<file path="src/sv/assert_macros.svh">
// Assertion macros used by the top-level RTL file of the motion mask block.
`ifndef ASSERT_MACROS_SVH
`define ASSERT_MACROS_SVH

// Property checked on every rising clock edge outside of reset.
`define TMM_ASSERT(lbl, prop, msg) \
  lbl: assert property (@(posedge clk_i) disable iff (!rst_ni) prop) else $error(msg);

// Property checked on every rising clock edge, reset included.
`define TMM_ASSERT_ALWAYS(lbl, prop, msg) \
  lbl: assert property (@(posedge clk_i) prop) else $error(msg);

`endif

</file>
<file path="src/sv/tmm_pkg.sv">
// Package with the constants and types of the temporal median motion mask.
`timescale 1ns / 1ps
`default_nettype none

package tmm_pkg;

  // Number of frames kept per pixel position.
  localparam int HISTORY_DEPTH = 5;
  // Largest frame, in pixels.
  localparam int MAX_PIXELS    = 262144;

  localparam int POS_W      = (MAX_PIXELS > 1) ? $clog2(MAX_PIXELS) : 1;
  localparam int LEN_W      = $clog2(MAX_PIXELS + 1);
  localparam int SLOT_W     = (HISTORY_DEPTH > 1) ? $clog2(HISTORY_DEPTH) : 1;
  localparam int MEDIAN_IDX = HISTORY_DEPTH / 2;

  // Division by three of a sum up to 765: (sum * 683) >> 11 is exact.
  localparam int SUM_W      = 10;
  localparam int PROD_W     = 20;
  localparam int DIV3_MUL   = 683;
  localparam int DIV3_SHIFT = 11;

  // Register fields.
  localparam int THRESH_W    = 8;
  localparam int FRAME_LEN_W = 19;
  localparam logic [THRESH_W-1:0]    THRESH_RESET    = 8'd20;
  localparam logic [FRAME_LEN_W-1:0] FRAME_LEN_RESET = 19'd76800;

  // Register indexes, taken from the word address.
  localparam logic REG_THRESHOLD    = 1'b0;
  localparam logic REG_FRAME_PIXELS = 1'b1;

  // One history row: the grey bytes of all slots for one pixel position.
  typedef logic [HISTORY_DEPTH-1:0][7:0] hist_row_t;

endpackage

`default_nettype wire

</file>
<file path="src/sv/tmm_median.sv">
// Temporal median of one history row and threshold compare against the new grey value.
`timescale 1ns / 1ps
`default_nettype none

module tmm_median (
  input  tmm_pkg::hist_row_t                  row_i,
  input  logic [7:0]                          grey_i,
  input  logic [tmm_pkg::THRESH_W-1:0]        threshold_i,
  output logic                                motion_o
);

  logic [tmm_pkg::SLOT_W-1:0] rank [tmm_pkg::HISTORY_DEPTH];
  logic [7:0]                 median;
  logic [7:0]                 diff;

  // Each value's place in the sorted order; ties are broken by slot number.
  always_comb begin
    for (int i = 0; i < tmm_pkg::HISTORY_DEPTH; i++) begin
      rank[i] = '0;
      for (int j = 0; j < tmm_pkg::HISTORY_DEPTH; j++) begin
        if (j != i) begin
          if ((row_i[j] < row_i[i]) || ((row_i[j] == row_i[i]) && (j < i))) begin
            rank[i] = rank[i] + tmm_pkg::SLOT_W'(1);
          end
        end
      end
    end
  end

  // Exactly one value holds the middle place.
  always_comb begin
    median = '0;
    for (int i = 0; i < tmm_pkg::HISTORY_DEPTH; i++) begin
      if (rank[i] == tmm_pkg::SLOT_W'(tmm_pkg::MEDIAN_IDX)) begin
        median = median | row_i[i];
      end
    end
  end

  // Absolute difference against the threshold.
  assign diff     = (median > grey_i) ? (median - grey_i) : (grey_i - median);
  assign motion_o = (diff > threshold_i);

endmodule

`default_nettype wire

</file>
<file path="config.mk">
export PLATFORM = sky130hd
export DESIGN_NAME = tmm_median
export DESIGN_NICKNAME = d
export VERILOG_FILES = /design/src/sv/assert_macros.svh /design/src/sv/tmm_pkg.sv /design/src/sv/tmm_median.sv
export SDC_FILE = /design/constraint.sdc
export NUM_CORES = 1
export LEC_CHECK = 0
export BUFFER_PORTS_ARGS = -buffer_cell sky130_fd_sc_hd__buf_2
export CAP_MARGIN = 20
export CORE_ASPECT_RATIO = 0.5
export CORE_MARGIN = 1.5
export CORE_UTILIZATION = 61
export DETAILED_ROUTE_END_ITERATION = 10
export PLACE_DENSITY = 0.87
export SLEW_MARGIN = 20
export SYNTH_ARGS = -nofsm -noshare
export SYNTH_HDL_FRONTEND = slang
export SYNTH_SLANG_ARGS = --single-unit
</file>
<file path="constraint.sdc">
create_clock -name vclk -period 10.61
set_input_delay 2.122 -clock vclk [all_inputs]
set_output_delay 2.122 -clock vclk [all_outputs]
set_load 0.01 [all_outputs]
</file>
==> reports/metrics.csv <==
metric,value,unit
outcome,finished clean,
"count leader, synth",ha_1,
first-pass iteration count of the detailed router,5,
routability congestion estimate,1.00,
Worst setup SP type,primary input,
power density cells,164,nW/um^2
Buffers on Ports,57,
worst slew pin tran,510,ps
CP arrival,8320,ps
Initial Utilization,63.9,%
ANT cells,0,
register area share after synthesis,0,%
largest delay contributor family on the critical path,compound AO/OA/AOI/OAI gates,
GRT Total Usage,29.5,%
Max-Cap Viols,0,
Synthesized Nets,619,
final setup fails,0,
initial antenna violation count,0,
hold crit path type,primary input to output port,
WL final,10.6,mm
Crit path buffers/inverters,3,
Synth cell types,58,
Area Overhead vs Synth,18.9,%
vias in the first global route,3464,
CP dominant cell by count,ha_1,
crit share post-route,98.4,%
P_leak,0.00213,uW
nets,694,
placed insts,578,
Peak VDD IR,0.221,mV
largest net degree at the start of global routing,11,
met3 Use GR,1.17,%
Die Width,111,um
IO Pins,57,
Site Rows,19,
Chip Height,57.0,um
"non-filler cells, final",591,
routing usage on met1,39.4,%
largest cells by area after synthesis,"ha_1 (41%), inv_1 (6.5%), a21oi_1 (5.6%), a221o_1 (4.2%), nand4_1 (3.9%)",
Slew HR,65.9,%
"Min Clock Period, post-route",10440,ps
Area after DPL,3960,um^2
FF+latch area,0,um^2
Max Clk Rate,95.7,MHz
Final Power,692,uW
number of sequential cells,0,
required time worst endpoint,8490,ps
fin area,4230,um^2
Synth top cells by count,"ha_1 (116), inv_1 (62), a21oi_1 (40)",
layout cells sized above 1,24.5,%
Setup CP Type,primary input to output port,
Post-Syn Area,3560,um^2
Yosys top cell by area,ha_1,
Mapped Cells,445,
core area,5560,um^2
critical path's slowest cell,mux4_2,
Post-DP HPWL,8.16,mm
die area,6330,um^2
met2 Usage GRT,54.2,%
total congestion overflow,0,
Starting DRT DRC Count,326,
Max stage delay on crit path,550,ps
Yosys warnings,0,
syn_area_per_cell,7.99,um^2
ANT nets after route,0,
Worst Path Max Fanout,8,
vias per inst,6.48,
DRC violations left,0,
first-pass GRT wire length,15.5,mm
CP Capture Type,output port,
Max Slew Vio Count,0,
Fin. Hold Viols,0,
post-synth top area share,40.8,%
wire per inst,17.9,um
GRT busiest layer,met2,
via count,3832,
Layout clock buffers,0,
# fillers,418,
cell usage in the layout, fill, tap and decap left out, types with 8 or more instances in the layout:
cell type  count
a21oi_1       39
a221o_1       15
buf_2         57
buf_4         19
ha_1         108
inv_1         59
nand2_1       15
nand3_1        8
nand4_1       22
nor2_1        22
nor2b_1       13
o211ai_1      12
o21ai_0       13
what timing repair did:
item                                    CTS  global route
gates resized for setup                   0            37
hold buffers                              0             0
pin swaps                                 1            14
endpoints found under the setup margin    1             1
endpoints found under the hold margin     0             0
buffers inserted                          0            13
cell type report:
class / count / area (um^2) / area share, %
inverters: 62 / 233 / 5.50
well taps: 73 / 91.3 / 2.16
multi-input cells: 380 / 3480 / 82.2
repair buffers: 76 / 428 / 10.1
per-layer routing:
layer	routed length, um	up-vias
met5	0	-
met4	187	0
met3	816	22
met2	4960	174
met1	4620	1785
li1	-	1851
path summary, 6_finish.rpt:
path | end | startpoint | slack, ps | cells past startpoint
max | motion_o | row_i[29] | 170 | 31
min | motion_o | threshold_i[3] | 4730 | 5
metrics by stage:
stage / worst slack, ps / setup TNS, ps / hold WS, ps / util [%]
after floorplan: 699 / 0 / 4500 / -
after global placement: 279 / 0 / 4710 / 71.1
after detailed placement: 6.24 / 0 / 4710 / 71.1
after CTS: 34.3 / 0 / 4720 / 71.1
after global routing: -148 / -148 / 4760 / 76.0
final: 166 / 0 / 4730 / 76.0
cells by family after synthesis:
group,synth area share (%)
adder cells (fa/ha/maj),41.9
AO/OA/AOI/OAI,29.0
multiplexers,3.76
XOR/XNOR,2.71
buffers and inverters,7.14
AND/OR/NAND/NOR,15.5
where the power goes:
part / internal (uW) / leakage, uW / switching, uW / total (uW)
Sequential: 0 / 0 / 0 / 0
Clock: 0 / 0 / 0 / 0
Combinational: 322 / 0.00213 / 370 / 692
Note: power is estimated with default switching activity, not from simulation.
